<file path="src/hw/rtl/lrukv_pkg.sv">
// ----------------------------------------------------------------------------
// lrukv_pkg: shared types for the lru key-value cache
// Field widths, request/response structs and the mode code.
// ----------------------------------------------------------------------------
`default_nettype none

package lrukv_pkg;

  localparam int unsigned KEY_W      = 32;
  localparam int unsigned VALUE_W    = 64;
  localparam int unsigned IN_DATA_W  = KEY_W + VALUE_W;   // 96, whole bytes
  localparam int unsigned IN_USER_W  = 1;
  localparam int unsigned OUT_DATA_W = VALUE_W + KEY_W;   // 96, whole bytes
  localparam int unsigned OUT_USER_W = 2;

  // request kind carried on tuser
  typedef enum logic {
    MODE_LOOKUP = 1'b0,
    MODE_INSERT = 1'b1
  } mode_e;

  // one request as held in the input register
  typedef struct packed {
    logic [VALUE_W-1:0] value;
    logic [KEY_W-1:0]   key;
    mode_e              mode;
  } req_t;

  // one result as held in the output register
  typedef struct packed {
    logic [KEY_W-1:0]   evicted_key;
    logic               evicted;
    logic [VALUE_W-1:0] read_value;
    logic               hit;
  } rsp_t;

endpackage

`default_nettype wire

</file>
<file path="src/hw/rtl/lrukv_match.sv">
// ----------------------------------------------------------------------------
// lrukv_match: parallel key compare and victim select
// Compares the request key against every filled entry and finds the
// least recent entry of a full cache.
// ----------------------------------------------------------------------------
`default_nettype none

module lrukv_match #(
  parameter int unsigned CAPACITY = 8
) (
  input  wire logic [lrukv_pkg::KEY_W-1:0]                 key_i,
  input  wire logic [lrukv_pkg::KEY_W-1:0]                 keys_i   [CAPACITY],
  input  wire logic [((CAPACITY > 1) ? $clog2(CAPACITY) : 1)-1:0] ages_i [CAPACITY],
  input  wire logic [$clog2(CAPACITY + 1)-1:0]             fill_i,
  output logic                                             hit_o,
  output logic [((CAPACITY > 1) ? $clog2(CAPACITY) : 1)-1:0] hit_slot_o,
  output logic [((CAPACITY > 1) ? $clog2(CAPACITY) : 1)-1:0] victim_o,
  output logic [CAPACITY-1:0]                              filled_o
);

  localparam int unsigned AW = (CAPACITY > 1) ? $clog2(CAPACITY) : 1;
  localparam int unsigned CW = $clog2(CAPACITY + 1);
  localparam logic [AW-1:0] OldestAge = AW'(CAPACITY - 1);

  logic [CAPACITY-1:0] match;

  // filled slots and per-entry key compare
  always_comb begin
    for (int i = 0; i < CAPACITY; i++) begin
      filled_o[i] = CW'(i) < fill_i;
      match[i]    = filled_o[i] && (keys_i[i] == key_i);
    end
  end

  // lowest matching slot; the oldest age is unique once the cache is full
  always_comb begin
    hit_o      = |match;
    hit_slot_o = '0;
    victim_o   = '0;
    for (int i = CAPACITY - 1; i >= 0; i--) begin
      if (match[i]) begin
        hit_slot_o = AW'(i);
      end
      if (ages_i[i] == OldestAge) begin
        victim_o = AW'(i);
      end
    end
  end

endmodule

`default_nettype wire

</file>
<file path="src/hw/rtl/lrukv_store.sv">
// ----------------------------------------------------------------------------
// lrukv_store: entry storage and recency update
// Holds keys, values, ages and the fill count, forms the response for the
// current request and commits the state change when told to.
// ----------------------------------------------------------------------------
`default_nettype none

module lrukv_store #(
  parameter int unsigned CAPACITY = 8
) (
  input  wire logic              clk_i,
  input  wire logic              rst_ni,
  input  wire logic              commit_i,
  input  wire lrukv_pkg::req_t   req_i,
  output lrukv_pkg::rsp_t        rsp_o
);

  localparam int unsigned AW = (CAPACITY > 1) ? $clog2(CAPACITY) : 1;
  localparam int unsigned CW = $clog2(CAPACITY + 1);
  localparam logic [AW-1:0] OldestAge = AW'(CAPACITY - 1);

  logic [lrukv_pkg::KEY_W-1:0]   keys_q   [CAPACITY];
  logic [lrukv_pkg::VALUE_W-1:0] values_q [CAPACITY];
  logic [AW-1:0]                 ages_q   [CAPACITY];
  logic [AW-1:0]                 ages_d   [CAPACITY];
  logic [CW-1:0]                 fill_q, fill_d;

  logic                hit;
  logic [AW-1:0]       hit_slot;
  logic [AW-1:0]       victim;
  logic [CAPACITY-1:0] filled;
  logic                insert;
  logic                full;
  logic                evict;
  logic                append;
  logic                update;
  logic [AW-1:0]       slot;
  logic [CW-1:0]       old_age;

  lrukv_match #(
    .CAPACITY (CAPACITY)
  ) u_match (
    .key_i      (req_i.key),
    .keys_i     (keys_q),
    .ages_i     (ages_q),
    .fill_i     (fill_q),
    .hit_o      (hit),
    .hit_slot_o (hit_slot),
    .victim_o   (victim),
    .filled_o   (filled)
  );

  // decide which slot the request touches and its age before promotion
  always_comb begin
    insert  = req_i.mode == lrukv_pkg::MODE_INSERT;
    full    = fill_q == CW'(CAPACITY);
    evict   = insert && !hit && full;
    append  = insert && !hit && !full;
    update  = hit || insert;
    if (hit) begin
      slot    = hit_slot;
      old_age = CW'(ages_q[hit_slot]);
    end else if (full) begin
      slot    = victim;
      old_age = CW'(OldestAge);
    end else begin
      slot    = fill_q[AW-1:0];
      old_age = fill_q;
    end
    fill_d = append ? fill_q + CW'(1) : fill_q;
  end

  // promotion: younger filled entries age by one, the touched slot goes to zero
  always_comb begin
    for (int i = 0; i < CAPACITY; i++) begin
      ages_d[i] = ages_q[i];
      if (update) begin
        if (slot == AW'(i)) begin
          ages_d[i] = '0;
        end else if (filled[i] && (CW'(ages_q[i]) < old_age)) begin
          ages_d[i] = ages_q[i] + AW'(1);
        end
      end
    end
  end

  // response for the current request
  always_comb begin
    rsp_o.hit         = hit;
    rsp_o.read_value  = (hit && !insert) ? values_q[hit_slot] : '0;
    rsp_o.evicted     = evict;
    rsp_o.evicted_key = evict ? keys_q[victim] : '0;
  end

  // recency state and fill count
  always_ff @(posedge clk_i or negedge rst_ni) begin
    if (!rst_ni) begin
      fill_q <= '0;
      for (int i = 0; i < CAPACITY; i++) begin
        ages_q[i] <= '0;
      end
    end else if (commit_i) begin
      fill_q <= fill_d;
      ages_q <= ages_d;
    end
  end

  // key and value storage, written on every insert
  always_ff @(posedge clk_i) begin
    if (commit_i && insert) begin
      keys_q[slot]   <= req_i.key;
      values_q[slot] <= req_i.value;
    end
  end

endmodule

`default_nettype wire

</file>
<file path="src/hw/rtl/lru_key_value_cache_unit.sv">
// ----------------------------------------------------------------------------
// lru_key_value_cache_unit: fully associative key-value cache, lru replacement
//
// Requests enter on the s_axis channel: tuser selects lookup or insert,
// tdata carries the key and the value. Each request yields exactly one
// response on the m_axis channel: tuser holds the hit and evicted flags,
// tdata the value read on a lookup hit and the key pushed out by an insert.
// A request is registered on acceptance and resolved, once the output
// register is free or draining, by a parallel compare of all CAPACITY
// entries plus an age update; the response is then held in an output
// register. One request per cycle is sustained while the receiver does not stall,
// set by the single compare-and-promote path between the two registers.
// Reset empties the cache (fill count and ages cleared) and drops any
// request in flight. When the receiver stalls, the response stays in the
// output register, one more request waits in the input register, and
// s_axis_tready drops until the response is taken.
// ----------------------------------------------------------------------------
`default_nettype none

module lru_key_value_cache_unit #(
  parameter int unsigned CAPACITY = 8
) (
  input  wire logic                             clk_i,
  input  wire logic                             rst_ni,
  input  wire logic                             s_axis_tvalid,
  output logic                                  s_axis_tready,
  input  wire logic [lrukv_pkg::IN_DATA_W-1:0]  s_axis_tdata,  // key, value
  input  wire logic [lrukv_pkg::IN_USER_W-1:0]  s_axis_tuser,  // mode
  output logic                                  m_axis_tvalid,
  input  wire logic                             m_axis_tready,
  output logic [lrukv_pkg::OUT_DATA_W-1:0]      m_axis_tdata,  // read_value, evicted_key
  output logic [lrukv_pkg::OUT_USER_W-1:0]      m_axis_tuser   // hit, evicted
);

  logic            in_valid_q;
  lrukv_pkg::req_t in_req_q;
  logic            out_valid_q;
  lrukv_pkg::rsp_t out_rsp_q;
  lrukv_pkg::rsp_t rsp;
  logic            advance;
  logic            in_take;

  // the held request resolves when the output register is free or draining
  assign advance       = in_valid_q && (!out_valid_q || m_axis_tready);
  assign s_axis_tready = !in_valid_q || advance;
  assign in_take       = s_axis_tvalid && s_axis_tready;

  lrukv_store #(
    .CAPACITY (CAPACITY)
  ) u_store (
    .clk_i    (clk_i),
    .rst_ni   (rst_ni),
    .commit_i (advance),
    .req_i    (in_req_q),
    .rsp_o    (rsp)
  );

  // input and output valid flags
  always_ff @(posedge clk_i or negedge rst_ni) begin
    if (!rst_ni) begin
      in_valid_q  <= 1'b0;
      out_valid_q <= 1'b0;
    end else begin
      if (in_take) begin
        in_valid_q <= 1'b1;
      end else if (advance) begin
        in_valid_q <= 1'b0;
      end
      if (advance) begin
        out_valid_q <= 1'b1;
      end else if (m_axis_tready) begin
        out_valid_q <= 1'b0;
      end
    end
  end

  // request and response payload
  always_ff @(posedge clk_i) begin
    if (in_take) begin
      in_req_q.mode  <= lrukv_pkg::mode_e'(s_axis_tuser[0]);
      in_req_q.key   <= s_axis_tdata[lrukv_pkg::KEY_W-1:0];
      in_req_q.value <= s_axis_tdata[lrukv_pkg::IN_DATA_W-1:lrukv_pkg::KEY_W];
    end
    if (advance) begin
      out_rsp_q <= rsp;
    end
  end

  // output packing
  assign m_axis_tvalid = out_valid_q;
  assign m_axis_tdata  = {out_rsp_q.evicted_key, out_rsp_q.read_value};
  assign m_axis_tuser  = {out_rsp_q.evicted, out_rsp_q.hit};

endmodule

`default_nettype wire

</file>
<file path="config.mk">
export PLATFORM = sky130hd
export DESIGN_NAME = lru_key_value_cache_unit
export DESIGN_NICKNAME = d
export VERILOG_FILES = /design/src/hw/rtl/lrukv_pkg.sv /design/src/hw/rtl/lrukv_match.sv /design/src/hw/rtl/lrukv_store.sv /design/src/hw/rtl/lru_key_value_cache_unit.sv
export SDC_FILE = /design/constraint.sdc
export NUM_CORES = 2
export LEC_CHECK = 0
export CORE_MARGIN = 5
export CORE_UTILIZATION = 57
export DETAILED_ROUTE_END_ITERATION = 16
export DONT_BUFFER_PORTS = 1
export GPL_TIMING_DRIVEN = 1
export PLACE_DENSITY = 0.79
export SYNTH_ARGS = -nofsm -noshare
export SYNTH_HDL_FRONTEND = slang
export SYNTH_HIERARCHICAL = 1
export SYNTH_SLANG_ARGS = --single-unit
</file>
<file path="constraint.sdc">
create_clock -name clk_i -period 8.8 [get_ports clk_i]
set_input_delay 1.76 -clock clk_i [delete_from_list [all_inputs] [get_ports clk_i]]
set_output_delay 1.76 -clock clk_i [all_outputs]
set_load 0.1 [all_outputs]
</file>
Word-level counts from Yosys, hierarchy flattened
Memories as Yosys holds them, arrays and structs flattened. A register that Yosys moved wholly into a read port is not among the register bits.
Cells that the tools add are included.
{"block": "classes", "addsub": 9, "magnitude_cmp": 20, "n_eq_ne": 24, "muxes": 51, "bitwise_logic": 3, "reduce_logical": 54}
{"op": "bitwise mux 256 bit", "count": 1}
{"op": "== test 32 bit", "count": 8}
{"op": "2-to-1 mux 3 bit", "count": 36}
{"op": "binary-select mux 32 bit (select 3 bit)", "count": 1}
{"op": "demux 32 bit (select 3 bit)", "count": 1}
{"op": "2-to-1 mux 32 bit", "count": 3}
{"op": "== test 3 bit, second input constant", "count": 12}
{"op": "less-than comparator 3 x 4 -> 1 bit", "count": 8}
{"op": "adder 3 x 1 -> 3 bit, second input constant", "count": 8}
{"op": "logical AND 1 bit", "count": 24}
{"op": "AND reduction 3 bit", "count": 8}
{"op": "nonzero test 2 bit", "count": 10}
{"op": "less-than comparator 3 x 4 -> 1 bit, first input constant", "count": 4}
{"op": ">= comparator 4 bit, second input constant", "count": 3}
{"op": "inverter 3 -> 4 bit", "count": 3}
{"op": "binary-select mux 3 bit (select 3 bit)", "count": 1}
{"op": "less-than comparator 1 x 4 -> 1 bit, first input constant", "count": 2}
{"op": "less-than comparator 2 x 4 -> 1 bit, first input constant", "count": 2}
{"op": "2-to-1 mux 4 bit", "count": 2}
{"op": "OR reduction 8 bit", "count": 1}
{"op": "== test 3 x 2 -> 1 bit, second input constant", "count": 2}
{"op": "zero test 1 bit", "count": 6}
{"op": "2-to-1 mux 1 bit", "count": 6}
{"op": "adder 4 x 1 -> 4 bit, second input constant", "count": 1}
{"op": "6 further kinds", "count": 8}
{"block": "totals", "register_bits": 417, "mem_bits_rw": 512, "input_bits": 101, "wordCells": 187, "memories": 1}
{"name": "u_store.values_q", "words": 8, "word_bits": 64, "read_ports": 1, "rd_ports_with_merged_regs": 1, "wr": 1, "line": "lrukv_store.sv:23", "text": "logic [lrukv_pkg::VALUE_W-1:0] values_q [CAPACITY];"}

Longest topological paths before layout
{"block": "logic_depth", "word_depth": 19, "ltp_mapped": 21}

Hierarchy
Netlist, hierarchy kept.
{"module": "lrukv_store", "instances": 1, "cells_each": 1569, "area_each_um2": 31510.2, "seq_area_each_um2": 23762.8}
{"module": "lru_key_value_cache_unit", "instances": 1, "cells_each": 203, "area_each_um2": 5959.5, "seq_area_each_um2": 5905.7}
{"module": "lrukv_match", "instances": 1, "cells_each": 425, "area_each_um2": 3289.4, "seq_area_each_um2": 0.0}

Least setup slack after synthesis
OpenSTA, ideal clock, no wires.
{"block": "synth_timing", "path_kind": "in2reg", "start": "input m_axis_tready", "end": "register u_store/keys_q[160] in the netlist's numbering (enable)", "setup_time_ns": 0.562, "arrival_time_ns": 9.330, "slack_ns": -1.091, "stages": 4, "n_path_buf": 0, "cell_sequence": "nand2b_1 and2_1 nand2_1 nor2b_1"}
{"block": "synth_via", "elab_chain_len": 3}
{"item": "from (decl)", "line": "lru_key_value_cache_unit.sv:30", "text": "input wire logic m_axis_tready,"}
{"item": "logical OR 1 bit", "line": "lru_key_value_cache_unit.sv:44", "text": "assign advance = in_valid_q && (!out_valid_q || m_axis_tready);"}
{"item": "logical AND 1 bit", "line": "lru_key_value_cache_unit.sv:44"}
{"item": "net advance", "line": "lru_key_value_cache_unit.sv:40", "text": "logic advance;"}
{"item": "logical AND 1 bit", "line": "lrukv_store.sv:110", "text": "if (commit_i && insert) begin"}
{"item": "to (signal, indexed assignment)", "line": "lrukv_store.sv:111", "text": "keys_q[slot] <= req_i.key;"}
{"item": "to (decl)", "line": "lrukv_store.sv:22", "text": "logic [lrukv_pkg::KEY_W-1:0] keys_q [CAPACITY];"}
The timed path passes the listed nets, and every way through them passes these cells.
A chain may end at the register's enable or synchronous reset.

==> results.ini <==
[run]
cap_violations=0

[floorplanning]
die_x_microns=277
core_area_sq_mm=0.0712
die_h_microns=277
num_rows=98
ios=201
initial_utilization_pct=57.2
dieArea_sq_mm=0.0770

[global_route]
antenna_found_initial=18
grt-ovfl-total=0
grt_max_degree=140
grt_usage_pct=25.4
grt_pass1_vias=21306
grt_pass1_wl_microns=146000

[detailed_routing]
antenna_left=0
vias=21036
wl_met1_microns=38200
wl_met2_microns=48700
drt_iter0_drc=2342
avgRoutedWirePerCell_microns=30.5
post-route-drc-count=0
wirelength_microns=99100
top_layer_used=met5
via_per_inst=6.48
dr.pass1.iters=6
wl_met3_microns=9610

[clocking]
cts_tree=yes
h-tree-depth=3
cts_hold_buf=0
clock_sinks=993
cts_buffer_depth=3
path_clk_slew_ps=60
post-cts-setup-buffers=0
worstSkewPairLatency_ps=660
cts_root_buf=clkbuf_16
cts.repair.resized=0
numCtsBuffers=98

[timing]
tightest_slew_ps=1240
hold_violations=0
slew_headroom_pct=17.4
worst_clock_skew_ps=32.4
max_freq_mhz=155
rsz0062_at_grt=false
fin_crit_sh_pct=73.5
fin_crit_ps=6470
hold_ws_ps=552
fin_setup_tns_ps=0
finalSetupViolCount=0
slew_violations=0

[power]
finalPower_w=0.0129
p_leak_nw=14.3
ir_drop_uv=243
power_per_cell_area_mw_per_mm2=286

[setup_path]
cp_num_buf_inv=1
critical_path.max_fanout=69
cp_cell_sequence=xor2_1 -> nor4_1 -> nand4_1 -> nor4_1 -> and3_1 -> or2_1 -> nor2_1 -> nand2_1 -> a311o_1 -> and2_1 -> nand4_1 -> nor2_4 -> buf_12
crit_path_end_kind=flop
max_stage_delay_ps=990
critical_path.top_delay_family=simple AND/OR/NAND/NOR gates
cp.required_ps=9060
cp-start-kind=flop
critPathSlowestCell=nor2_4
arrival_ps=6730
path_class=reg -> reg

[finish]
nets=2336
instances_no_fill=3247
area_growth_pct=10.5
drive_above_1_share_pct=18.1

[logic_synthesis]
yosysWarningCount=6
avgSynthCellArea_sq_um=18.6
synthCells=2197
synth-edff-count=963
ys.flop_type=edfxtp_1
synth_area_sq_mm=0.0408
async_reset_ff_share_pct=3.02
synth.net_count=2324
seq_area_frac_synth_pct=72.8
yosysUniqueCellTypes=72
ys_seq_elements=993

[run_status]
status=complete, no violations

[worst_hold_path]
min_path_type=reg -> reg

[placed_design]
port_buffers=0
hpwl_microns=55700
gp_congestion=0.931
dp.cells=3059

-- placed cells by master, fill, tap and decap left out, types with 26 or more instances in the layout --
master,netlist,routed
nor4_1,31,31
edfxtp_1,963,963
dfrtp_1,30,30
xnor2_1,145,145
nand4_1,47,47
nor2_1,59,50
mux2i_1,39,39
a21oi_1,69,69
mux4_2,196,196
clkbuf_16,0,100
ha_1,26,26
nand2_1,161,161
xor2_1,113,113
-- state kept, by name (all words and copies together) (netlist names) --
signal and flops:
m_axis_tdata 96, u_store/keys_q 256, m_axis_tvalid 1, in_req_q 97, u_store/fill_q 4, u_store/ages_q 24
u_store/values_q 512, in_valid_q 1, m_axis_tuser 2
-- cell usage after synthesis (6+ instances only) --
cell type / instances / area [sq um]
o21ai_0: 17 / 85.1
mux2_2: 7 / 78.8
a21o_1: 8 / 60.1
mux2i_1: 39 / 390
xnor2_1: 145 / 1270
edfxtp_1: 963 / 28900
inv_1: 24 / 90.1
clkbuf_1: 31 / 116
mux4_2: 196 / 4410
nand2b_1: 8 / 50.1
xor2_1: 113 / 990
o21ai_1: 7 / 35.0
dfrtp_1: 30 / 751
o221ai_1: 6 / 52.6
a22o_1: 6 / 52.6
and3_1: 8 / 50.1
nand2_1: 161 / 604
buf_1: 21 / 78.8
nand4_1: 47 / 294
nor2_1: 59 / 221
ha_1: 26 / 325
buf_6: 9 / 101
buf_2: 49 / 245
a21oi_1: 69 / 345
nor3_1: 14 / 70.1
nand3_1: 26 / 130
nor4_1: 31 / 194
-- cell type report --
type / count / area, sq um
Clock inverter: 57 / 586
Tap cell: 950 / 1190
Antenna cell: 10 / 25.0
Clock buffer: 121 / 2630
Timing Repair Buffer: 27 / 303
Inverter: 24 / 90.1
Fill cell: 4670 / 26200
Sequential cell: 993 / 29700
Multi-Input combinational cell: 1065 / 10500
-- report_power, final --
| group | internal [W] | switching [W] |
|---|---|---|
| combinational | 0.00111 | 0.00147 |
| sequential | 0.00556 | 0.000533 |
| clock | 0.00242 | 0.00178 |
-- cell families (layout without fill, tap and decap cells) --
| group | after synthesis | after routing | synth area share, % |
|---|---|---|---|
| buf+inv | 139 | 229 | 1.64 |
| xor+xnor | 259 | 259 | 5.58 |
| mux | 244 | 244 | 12.1 |
| other cells | 0 | 10 | 0 |
| flops | 993 | 993 | 72.8 |
| fa+ha+maj | 26 | 26 | 0.798 |
| compound gates | 148 | 148 | 2.45 |
| simple gates | 388 | 388 | 4.66 |
-- worst paths after layout --
check / startpoint / end / slack [ps] / depth (start not counted)
hold reg to reg: in_valid_q / m_axis_tvalid / 550 / 1
setup reg to reg: in_req_q[15] / u_store/keys_q[103] / 2330 / 13
max in group asynchronous: rst_ni / u_store/fill_q[1] / 7890 / 0
min in group asynchronous: rst_ni / u_store/ages_q[15] / 800 / 0
setup / recovery: in_req_q[15] / u_store/keys_q[103] / 2330 / 13
hold / removal: in_valid_q / m_axis_tvalid / 550 / 1
-- metal layers --
| layer | GRT usage (%) | vias up |
|---|---|---|
| li1 | - | 8676 |
| met1 | 35.8 | 11017 |
| met2 | 40.8 | 1153 |
| met3 | 6.06 | 178 |
| met4 | 6.75 | 12 |
| met5 | 0 | - |
-- through the flow --
| stage | worst slack, ps | area [sq um] | utilization (%) |
|---|---|---|---|
| final | 2330 | 45000 | 63.2 |
| after floorplan | -937 | 40800 | - |
| after detailed placement | 2430 | 41800 | 58.6 |
| after global routing | 2140 | 45000 | 63.2 |
| after CTS | 2430 | 45000 | 63.2 |
| after global placement | 2520 | 41800 | 58.6 |
Power figures use the tool's default switching activity.
